### src/pslm_pkg.sv
// Package with the shared types and constants of the packet sequence and latency monitor.
package pslm_pkg;

  // Microseconds in one second, used to turn a timestamp into a flat count.
  localparam logic [19:0] USEC_PER_SEC = 20'd1000000;

  // A time or latency in microseconds.
  typedef logic [51:0] lat_t;

  // Classification of a received packet.
  typedef enum logic [1:0] {
    CLS_FIRST     = 2'd0,
    CLS_DUP       = 2'd1,
    CLS_UNORDERED = 2'd2,
    CLS_INORDER   = 2'd3
  } pkt_class_e;

  // One word held in the queue between the front and back parts.
  typedef struct packed {
    logic [31:0] seq_num;
    lat_t        latency;
  } queue_item_t;

  // Fill status of the queue.
  typedef struct packed {
    logic full;
    logic empty;
  } queue_stat_t;

endpackage

### src/pslm_in_if.sv
// Input channel: one received reply packet per word.
interface pslm_in_if;
  logic        valid;
  logic        ready;
  logic [31:0] seq_num;
  logic [31:0] sent_sec;
  logic [19:0] sent_usec;
  logic [31:0] now_sec;
  logic [19:0] now_usec;

  modport source (
    output valid, seq_num, sent_sec, sent_usec, now_sec, now_usec,
    input  ready
  );
  modport sink (
    input  valid, seq_num, sent_sec, sent_usec, now_sec, now_usec,
    output ready
  );
endinterface

### src/pslm_out_if.sv
// Output channel: the classification and statistics after each packet.
interface pslm_out_if;
  logic        valid;
  logic        ready;
  logic [1:0]  pkt_class;
  logic [51:0] latency_us;
  logic [31:0] recv_count;
  logic [31:0] dup_count;
  logic [31:0] unordered_count;
  logic [51:0] min_latency_us;
  logic [51:0] max_latency_us;
  logic [31:0] highest_seq;

  modport source (
    output valid, pkt_class, latency_us, recv_count, dup_count, unordered_count,
           min_latency_us, max_latency_us, highest_seq,
    input  ready
  );
  modport sink (
    input  valid, pkt_class, latency_us, recv_count, dup_count, unordered_count,
           min_latency_us, max_latency_us, highest_seq,
    output ready
  );
endinterface

### src/pslm_front.sv
// Front part: converts timestamps to microseconds and works out the latency.
module pslm_front (
  input  logic                   clk_i,
  input  logic                   rst_ni,
  input  logic                   in_valid_i,
  output logic                   in_ready_o,
  input  logic [31:0]            seq_num_i,
  input  logic [31:0]            sent_sec_i,
  input  logic [19:0]            sent_usec_i,
  input  logic [31:0]            now_sec_i,
  input  logic [19:0]            now_usec_i,
  input  pslm_pkg::queue_stat_t  q_stat_i,
  output logic                   push_o,
  output pslm_pkg::queue_item_t  push_item_o
);

  logic          valid_q, valid_d;
  logic [31:0]   seq_q, seq_d;
  pslm_pkg::lat_t sent_us_q, sent_us_d;
  pslm_pkg::lat_t now_us_q, now_us_d;
  logic          load;

  // The stage takes a new word when it is empty or its word moves on.
  assign push_o     = valid_q && !q_stat_i.full;
  assign in_ready_o = !valid_q || !q_stat_i.full;
  assign load       = in_valid_i && in_ready_o;

  // Flat microsecond counts; the product of a 32-bit value and a 20-bit constant fits in 52 bits.
  always_comb begin
    seq_d     = seq_num_i;
    sent_us_d = 52'(sent_sec_i) * 52'(pslm_pkg::USEC_PER_SEC) + 52'(sent_usec_i);
    now_us_d  = 52'(now_sec_i) * 52'(pslm_pkg::USEC_PER_SEC) + 52'(now_usec_i);
    valid_d   = load ? 1'b1 : (push_o ? 1'b0 : valid_q);
  end

  always_ff @(posedge clk_i or negedge rst_ni) begin
    if (!rst_ni) begin
      valid_q <= 1'b0;
    end else begin
      valid_q <= valid_d;
    end
  end

  always_ff @(posedge clk_i) begin
    if (load) begin
      seq_q     <= seq_d;
      sent_us_q <= sent_us_d;
      now_us_q  <= now_us_d;
    end
  end

  // Latency is zero when the reception time is not later than the send time.
  always_comb begin
    push_item_o.seq_num = seq_q;
    push_item_o.latency = (now_us_q > sent_us_q) ? (now_us_q - sent_us_q) : '0;
  end

endmodule

### src/pslm_fifo.sv
// Short queue that decouples the front part from the back part.
module pslm_fifo #(
  parameter int unsigned DEPTH = 4
) (
  input  logic                   clk_i,
  input  logic                   rst_ni,
  input  logic                   push_i,
  input  pslm_pkg::queue_item_t  push_item_i,
  input  logic                   pop_i,
  output pslm_pkg::queue_item_t  pop_item_o,
  output pslm_pkg::queue_stat_t  stat_o
);

  localparam int unsigned AW = (DEPTH > 1) ? $clog2(DEPTH) : 1;
  localparam int unsigned CW = $clog2(DEPTH + 1);
  localparam logic [AW-1:0] LAST_IDX = AW'(DEPTH - 1);
  localparam logic [CW-1:0] FULL_CNT = CW'(DEPTH);

  pslm_pkg::queue_item_t mem_q [DEPTH];
  logic [AW-1:0] wr_ptr_q, wr_ptr_d;
  logic [AW-1:0] rd_ptr_q, rd_ptr_d;
  logic [CW-1:0] count_q, count_d;

  // Pointer and fill count update.
  always_comb begin
    wr_ptr_d = wr_ptr_q;
    rd_ptr_d = rd_ptr_q;
    count_d  = count_q;
    if (push_i) begin
      wr_ptr_d = (wr_ptr_q == LAST_IDX) ? '0 : wr_ptr_q + 1'b1;
    end
    if (pop_i) begin
      rd_ptr_d = (rd_ptr_q == LAST_IDX) ? '0 : rd_ptr_q + 1'b1;
    end
    unique case ({push_i, pop_i})
      2'b10:   count_d = count_q + 1'b1;
      2'b01:   count_d = count_q - 1'b1;
      default: count_d = count_q;
    endcase
  end

  always_ff @(posedge clk_i or negedge rst_ni) begin
    if (!rst_ni) begin
      wr_ptr_q <= '0;
      rd_ptr_q <= '0;
      count_q  <= '0;
    end else begin
      wr_ptr_q <= wr_ptr_d;
      rd_ptr_q <= rd_ptr_d;
      count_q  <= count_d;
    end
  end

  always_ff @(posedge clk_i) begin
    if (push_i) begin
      mem_q[wr_ptr_q] <= push_item_i;
    end
  end

  assign pop_item_o   = mem_q[rd_ptr_q];
  assign stat_o.full  = (count_q == FULL_CNT);
  assign stat_o.empty = (count_q == '0);

endmodule

### src/pslm_back.sv
// Back part: classifies each packet, updates the statistics and holds the result word.
module pslm_back (
  input  logic                   clk_i,
  input  logic                   rst_ni,
  input  pslm_pkg::queue_stat_t  q_stat_i,
  input  pslm_pkg::queue_item_t  pop_item_i,
  output logic                   pop_o,
  output logic                   out_valid_o,
  input  logic                   out_ready_i,
  output logic [1:0]             pkt_class_o,
  output logic [51:0]            latency_us_o,
  output logic [31:0]            recv_count_o,
  output logic [31:0]            dup_count_o,
  output logic [31:0]            unordered_count_o,
  output logic [51:0]            min_latency_us_o,
  output logic [51:0]            max_latency_us_o,
  output logic [31:0]            highest_seq_o
);

  logic                 out_valid_q, out_valid_d;
  logic [31:0]          last_seq_q, last_seq_d;
  logic [31:0]          recv_q, recv_d;
  logic [31:0]          dup_q, dup_d;
  logic [31:0]          unord_q, unord_d;
  pslm_pkg::lat_t       min_q, min_d;
  pslm_pkg::lat_t       max_q, max_d;
  pslm_pkg::pkt_class_e cls_q, cls_d;
  pslm_pkg::lat_t       lat_q;

  // A word leaves the queue when the result register is free or being emptied.
  assign pop_o       = !q_stat_i.empty && (!out_valid_q || out_ready_i);
  assign out_valid_d = pop_o ? 1'b1 : (out_ready_i ? 1'b0 : out_valid_q);

  // Classification and statistics update for the word at the head of the queue.
  always_comb begin
    last_seq_d = last_seq_q;
    recv_d     = recv_q;
    dup_d      = dup_q;
    unord_d    = unord_q;
    min_d      = min_q;
    max_d      = max_q;
    if (last_seq_q == '0) begin
      cls_d      = pslm_pkg::CLS_FIRST;
      last_seq_d = pop_item_i.seq_num;
      recv_d     = recv_q + 32'd1;
      min_d      = pop_item_i.latency;
      max_d      = pop_item_i.latency;
    end else begin
      priority if (pop_item_i.seq_num == last_seq_q) begin
        cls_d = pslm_pkg::CLS_DUP;
        dup_d = dup_q + 32'd1;
      end else if (pop_item_i.seq_num < last_seq_q) begin
        cls_d   = pslm_pkg::CLS_UNORDERED;
        unord_d = unord_q + 32'd1;
        recv_d  = recv_q + 32'd1;
      end else begin
        cls_d      = pslm_pkg::CLS_INORDER;
        last_seq_d = pop_item_i.seq_num;
        recv_d     = recv_q + 32'd1;
      end
      if (pop_item_i.latency < min_q) begin
        min_d = pop_item_i.latency;
      end
      if (pop_item_i.latency > max_q) begin
        max_d = pop_item_i.latency;
      end
    end
  end

  always_ff @(posedge clk_i or negedge rst_ni) begin
    if (!rst_ni) begin
      out_valid_q <= 1'b0;
      last_seq_q  <= '0;
      recv_q      <= '0;
      dup_q       <= '0;
      unord_q     <= '0;
      min_q       <= '0;
      max_q       <= '0;
    end else begin
      out_valid_q <= out_valid_d;
      if (pop_o) begin
        last_seq_q <= last_seq_d;
        recv_q     <= recv_d;
        dup_q      <= dup_d;
        unord_q    <= unord_d;
        min_q      <= min_d;
        max_q      <= max_d;
      end
    end
  end

  // Per-word result fields; the statistics registers double as the result.
  always_ff @(posedge clk_i) begin
    if (pop_o) begin
      cls_q <= cls_d;
      lat_q <= pop_item_i.latency;
    end
  end

  assign out_valid_o       = out_valid_q;
  assign pkt_class_o       = cls_q;
  assign latency_us_o      = lat_q;
  assign recv_count_o      = recv_q;
  assign dup_count_o       = dup_q;
  assign unordered_count_o = unord_q;
  assign min_latency_us_o  = min_q;
  assign max_latency_us_o  = max_q;
  assign highest_seq_o     = last_seq_q;

endmodule

### src/packet_seq_latency_monitor_core.sv
// Packet sequence and latency monitor: one result word for each received packet.
// Path: an accepted word passes the front stage register, the queue and the result register in turn.
// Throughput: one word per cycle while the output is ready; the front stage and the result register each pass one word
// a cycle, and the queue of QUEUE_DEPTH words absorbs output stalls.
// Reset: rst_ni clears the sequence state, all counters and min/max latency to zero at once.
module packet_seq_latency_monitor_core #(
  parameter int unsigned QUEUE_DEPTH = 4
) (
  input  logic       clk_i,
  input  logic       rst_ni,
  pslm_in_if.sink    in_i,
  pslm_out_if.source out_o
);

  pslm_pkg::queue_stat_t q_stat;
  pslm_pkg::queue_item_t push_item;
  pslm_pkg::queue_item_t pop_item;
  logic                  push;
  logic                  pop;

  pslm_front u_front (
    .clk_i       (clk_i),
    .rst_ni      (rst_ni),
    .in_valid_i  (in_i.valid),
    .in_ready_o  (in_i.ready),
    .seq_num_i   (in_i.seq_num),
    .sent_sec_i  (in_i.sent_sec),
    .sent_usec_i (in_i.sent_usec),
    .now_sec_i   (in_i.now_sec),
    .now_usec_i  (in_i.now_usec),
    .q_stat_i    (q_stat),
    .push_o      (push),
    .push_item_o (push_item)
  );

  pslm_fifo #(
    .DEPTH (QUEUE_DEPTH)
  ) u_fifo (
    .clk_i       (clk_i),
    .rst_ni      (rst_ni),
    .push_i      (push),
    .push_item_i (push_item),
    .pop_i       (pop),
    .pop_item_o  (pop_item),
    .stat_o      (q_stat)
  );

  pslm_back u_back (
    .clk_i             (clk_i),
    .rst_ni            (rst_ni),
    .q_stat_i          (q_stat),
    .pop_item_i        (pop_item),
    .pop_o             (pop),
    .out_valid_o       (out_o.valid),
    .out_ready_i       (out_o.ready),
    .pkt_class_o       (out_o.pkt_class),
    .latency_us_o      (out_o.latency_us),
    .recv_count_o      (out_o.recv_count),
    .dup_count_o       (out_o.dup_count),
    .unordered_count_o (out_o.unordered_count),
    .min_latency_us_o  (out_o.min_latency_us),
    .max_latency_us_o  (out_o.max_latency_us),
    .highest_seq_o     (out_o.highest_seq)
  );

endmodule

### src/flat_wrapper.sv
// flat-port wrapper written by rule: the top's interface ports become plain ports
module packet_seq_latency_monitor_core_flat 
#(
  parameter int unsigned QUEUE_DEPTH = 4
)
  (clk_i, rst_ni, in_i_valid, in_i_seq_num, in_i_sent_sec, in_i_sent_usec, in_i_now_sec, in_i_now_usec, in_i_ready, out_o_valid, out_o_pkt_class, out_o_latency_us, out_o_recv_count, out_o_dup_count, out_o_unordered_count, out_o_min_latency_us, out_o_max_latency_us, out_o_highest_seq, out_o_ready);
  pslm_in_if in_i_i ();
  pslm_out_if out_o_i ();
  input  logic clk_i;
  input  logic rst_ni;
  input wire logic [$bits(in_i_i.valid)-1:0] in_i_valid;
  input wire logic [$bits(in_i_i.seq_num)-1:0] in_i_seq_num;
  input wire logic [$bits(in_i_i.sent_sec)-1:0] in_i_sent_sec;
  input wire logic [$bits(in_i_i.sent_usec)-1:0] in_i_sent_usec;
  input wire logic [$bits(in_i_i.now_sec)-1:0] in_i_now_sec;
  input wire logic [$bits(in_i_i.now_usec)-1:0] in_i_now_usec;
  output wire logic [$bits(in_i_i.ready)-1:0] in_i_ready;
  output wire logic [$bits(out_o_i.valid)-1:0] out_o_valid;
  output wire logic [$bits(out_o_i.pkt_class)-1:0] out_o_pkt_class;
  output wire logic [$bits(out_o_i.latency_us)-1:0] out_o_latency_us;
  output wire logic [$bits(out_o_i.recv_count)-1:0] out_o_recv_count;
  output wire logic [$bits(out_o_i.dup_count)-1:0] out_o_dup_count;
  output wire logic [$bits(out_o_i.unordered_count)-1:0] out_o_unordered_count;
  output wire logic [$bits(out_o_i.min_latency_us)-1:0] out_o_min_latency_us;
  output wire logic [$bits(out_o_i.max_latency_us)-1:0] out_o_max_latency_us;
  output wire logic [$bits(out_o_i.highest_seq)-1:0] out_o_highest_seq;
  input wire logic [$bits(out_o_i.ready)-1:0] out_o_ready;
  assign in_i_i.valid = in_i_valid;
  assign in_i_i.seq_num = in_i_seq_num;
  assign in_i_i.sent_sec = in_i_sent_sec;
  assign in_i_i.sent_usec = in_i_sent_usec;
  assign in_i_i.now_sec = in_i_now_sec;
  assign in_i_i.now_usec = in_i_now_usec;
  assign in_i_ready = in_i_i.ready;
  assign out_o_valid = out_o_i.valid;
  assign out_o_pkt_class = out_o_i.pkt_class;
  assign out_o_latency_us = out_o_i.latency_us;
  assign out_o_recv_count = out_o_i.recv_count;
  assign out_o_dup_count = out_o_i.dup_count;
  assign out_o_unordered_count = out_o_i.unordered_count;
  assign out_o_min_latency_us = out_o_i.min_latency_us;
  assign out_o_max_latency_us = out_o_i.max_latency_us;
  assign out_o_highest_seq = out_o_i.highest_seq;
  assign out_o_i.ready = out_o_ready;
  packet_seq_latency_monitor_core #(.QUEUE_DEPTH(QUEUE_DEPTH)) u_core (.clk_i(clk_i), .rst_ni(rst_ni), .in_i(in_i_i), .out_o(out_o_i));
endmodule
### config.mk
export PLATFORM = sky130hd
export DESIGN_NAME = packet_seq_latency_monitor_core_flat
export DESIGN_NICKNAME = d
export VERILOG_FILES = /design/src/pslm_pkg.sv /design/src/pslm_in_if.sv /design/src/pslm_out_if.sv /design/src/pslm_front.sv /design/src/pslm_fifo.sv /design/src/pslm_back.sv /design/src/packet_seq_latency_monitor_core.sv /design/src/flat_wrapper.sv
export SDC_FILE = /design/constraint.sdc
export NUM_CORES = 2
export LEC_CHECK = 0
export ABC_AREA = 1
export BUFFER_PORTS_ARGS = -buffer_cell sky130_fd_sc_hd__buf_2
export CORE_AREA = 4 4 437 439
export CTS_CLUSTER_DIAMETER = 100
export DETAILED_ROUTE_END_ITERATION = 16
export DIE_AREA = 0 0 441 443
export PLACE_DENSITY = 0.52
export SLEW_MARGIN = 10
export SYNTH_ARGS = -nofsm -noshare
export SYNTH_HDL_FRONTEND = slang
export SYNTH_SLANG_ARGS = --single-unit
### constraint.sdc
create_clock -name clk_i -period 4.64 [get_ports clk_i]
set_input_delay 1.392 -clock clk_i [delete_from_list [all_inputs] [get_ports clk_i]]
set_output_delay 1.392 -clock clk_i [all_outputs]
set_load 0.02 [all_outputs]
==> qor.txt <==
Slew HR - 34.5%
Clk sinks - 767
Total CTS buffers - 89
Max incr delay on CP - 510 ps
CTS tree - yes
Vias in the first global route - 47800
Top FF cell, synth - edfxtp_1
GRT overflow - 0
Row cnt - 159
Area added between synthesis and finish - 34.1%
Post-Syn Area - 55900 um^2
Die Height - 443 um
Arrival time worst endpoint - 6580 ps
Max-cap violations - 0
Worst slew pin tran - 983 ps
Pins over their slew limit - 0
#FFs+latches synth - 767
Post-DP HPWL - 143 mm
DR DRC count - 0
Syn Nets - 7381
CP required - 5090 ps
Overall routing resource usage - 18.0%
Worst min path class - register to register
Starting DRT DRC Count - 2449
Root Buffer - clkbuf_16
Post-synth top area cell - edfxtp_1
Number of setup violations in the final report - 68
Worst-path clk slew - 60 ps
Nets - 8591
EDFF count, synth - 526
Final hold vios - 0
Async S/R FF share, synth - 31.4%
Clock Tree Buf Depth - 3
Max Fclk - 163 MHz
Wire per inst - 17.6 um
Finished Layout Cells - 10200
Synth top area cells - edfxtp_1, ha_1, dfrtp_1, nand2_1, fa_1
CP Max Fanout - 5
Layout cells sized above 1 - 29.4%
Setup TNS - -84990 ps
Buffers added on ports - 427
Routed via count - 47500
DR pass1 iterations - 7
First-pass GRT wire length - 276 mm
RSZ-0062 raised after global routing - true
Status - finished with violations
ANT nets after route - 0
Worst-skew pair later-pin latency - 700 ps
Yosys warnings - 0
Crit path max-delay cell type - fa_1
Post-layout minimum cycle time - 6130 ps
Failing checks - setup timing
Most frequent cells in the layout - nand2_1, inv_1, buf_4
CP Launch Type - primary input
Top Family by Delay on Critical Path - adder cells
Buf/Inv on CP - 9
H-Tree Depth - 3
Most common cell after layout, fill and taps aside - nand2_1
Initial antenna violation count - 8
Syn avg cell area - 8.68 um^2
Core area - 187000 um^2
Vias per cell - 4.64
CP Capture Type - register
Synth top area share - 28.3%
Synth cell types - 52
Post-Syn Instances - 6437
Final worst slack - -1490 ps
Placed cells - 9905
Placer congestion estimate - 0.941
Routed WL - 180 mm
Critical path class - primary input to register
Initial core utilization - 29.8%
Post-synthesis sequential area ratio - 39.1%
I/O pin count - 428
Die W - 441 um
Fin crit share - 132%
Largest net degree at the start of global routing - 172
Clk_skew - 29.3 ps
Die area - 195000 um^2
[what timing repair did]
item	4_1_cts	5_1_grt
setup buffers	74	84
pin swaps	264	355
endpoints found under the setup margin	68	69
resized for setup	440	485
hold buffers	0	0
[cells by family (layout without fill, tap and decap cells)]
family | Yosys count | count (layout) | share of synthesized area [%]
DFF | 767 | 767 | 39.1
xor gates and xnor gates | 234 | 234 | 3.71
adders and majority gates | 804 | 804 | 21.7
and+or+nand+nor | 2694 | 2694 | 20.1
buffers and inverters | 1187 | 2472 | 8.00
AOI/OAI and AO/OA | 751 | 751 | 7.42
other | 0 | 4 | 0
[sequential cells by signal, summed over array words and instances, names as in the netlist, 2 cells and up]
name / flops
u_core.u_back.min_latency_us_o: 52
u_core.u_fifo.rd_ptr_q: 2
u_core.u_back.pkt_class_o: 2
u_core.u_back.max_latency_us_o: 52
u_core.u_back.recv_count_o: 32
u_core.u_back.dup_count_o: 32
u_core.u_front.now_us_q: 52
u_core.u_front.seq_q: 32
u_core.u_fifo.count_q: 3
u_core.u_front.sent_us_q: 52
u_core.u_fifo.mem_q: 336
u_core.u_back.unordered_count_o: 32
u_core.u_fifo.wr_ptr_q: 2
u_core.u_back.latency_us_o: 52
u_core.u_back.highest_seq_o: 32
[per-stage QoR]
stage,setup WS (ps),utilization [%],hold WS [ps],area [um^2]
after CTS,-1420,38.7,476,72500
final,-1490,40.0,478,74900
after floorplan,-1660,-,446,57200
after global placement,-2570,35.9,465,67300
after detailed placement,-2570,35.9,464,67300
after global routing,-1710,40.0,506,74900
[worst register-to-register path: stages (launching register included)]
cell and delay (ps):
dfrtp_4 500, inv_4 230, buf_12 310, buf_4 260
o21ai_0 80, o22ai_1 750, buf_4 250, ha_1 230
nand4_1 120, o21ai_0 110, nand2_1 70, nand3_1 100
nand2_1 80, nand3_1 60, nand2_1 80, nand2_2 70
nand2_2 340, buf_12 270, o21ai_0 120
[cell usage after synthesis, types with 6 or more instances]
| cell type | instances |
|---|---|
| nand3b_1 | 13 |
| dfrtp_1 | 241 |
| clkbuf_1 | 94 |
| inv_2 | 8 |
| xnor2_1 | 69 |
| nand4_1 | 65 |
| ha_1 | 530 |
| nand3_2 | 11 |
| nand2_2 | 24 |
| o21bai_1 | 23 |
| nor2_1 | 618 |
| inv_1 | 1068 |
| o21ai_0 | 325 |
| fa_1 | 274 |
| edfxtp_1 | 526 |
| nor2_2 | 24 |
| nor4_1 | 42 |
| nor3_1 | 76 |
| a21oi_1 | 220 |
| o211ai_1 | 10 |
| xor2_1 | 162 |
| a21o_1 | 20 |
| a31oi_1 | 31 |
| nand2_1 | 1489 |
| a211oi_1 | 6 |
| nand3_1 | 302 |
| nor2_4 | 10 |
| o22ai_1 | 82 |
| and2_1 | 7 |
| o21a_1 | 7 |
| buf_2 | 12 |
[cell type report]
type                       count  area, um^2
tap                         2495        3120
sequential                   767       21800
antenna                        4        10.0
fill                       18700      112000
multi-input combinational   4483       33800
clock buffer                 116        2460
inverter                    1079        4210
clock inverter                50         584
timing repair buffer        1227        8860
[routing by layer]
layer	vias to the layer above	part of all wire (%)	wire length, um	global-route usage (%)
met5	-	0	0	0
met4	0	2.5	4550	4.60
met3	206	3.7	6600	1.73
met2	847	51	92700	32.8
met1	23000	42	76400	22.8
li1	23400	-	-	-
[worst paths after layout]
kind / from / end / slack [ps] / cells after the start
worst max-delay path: in_i_now_sec[13] / u_core.u_front.now_us_q[47] / -1490 / 29
worst min-delay path: u_core.u_fifo.count_q[0] / u_core.u_fifo.count_q[0] / 480 / 1
worst max register to register: u_core.u_fifo.rd_ptr_q[0] / u_core.u_back.max_latency_us_o[0] / 480 / 18
worst min register to register: u_core.u_fifo.count_q[0] / u_core.u_fifo.count_q[0] / 480 / 1
max in group asynchronous: rst_ni / u_core.u_back.recv_count_o[13] / 2930 / 2
min in group asynchronous: rst_ni / u_core.u_back.highest_seq_o[8] / 750 / 1
Power is not shown: default switching activity piles up to over one toggle a cycle in this logic, so the estimate is an artifact.
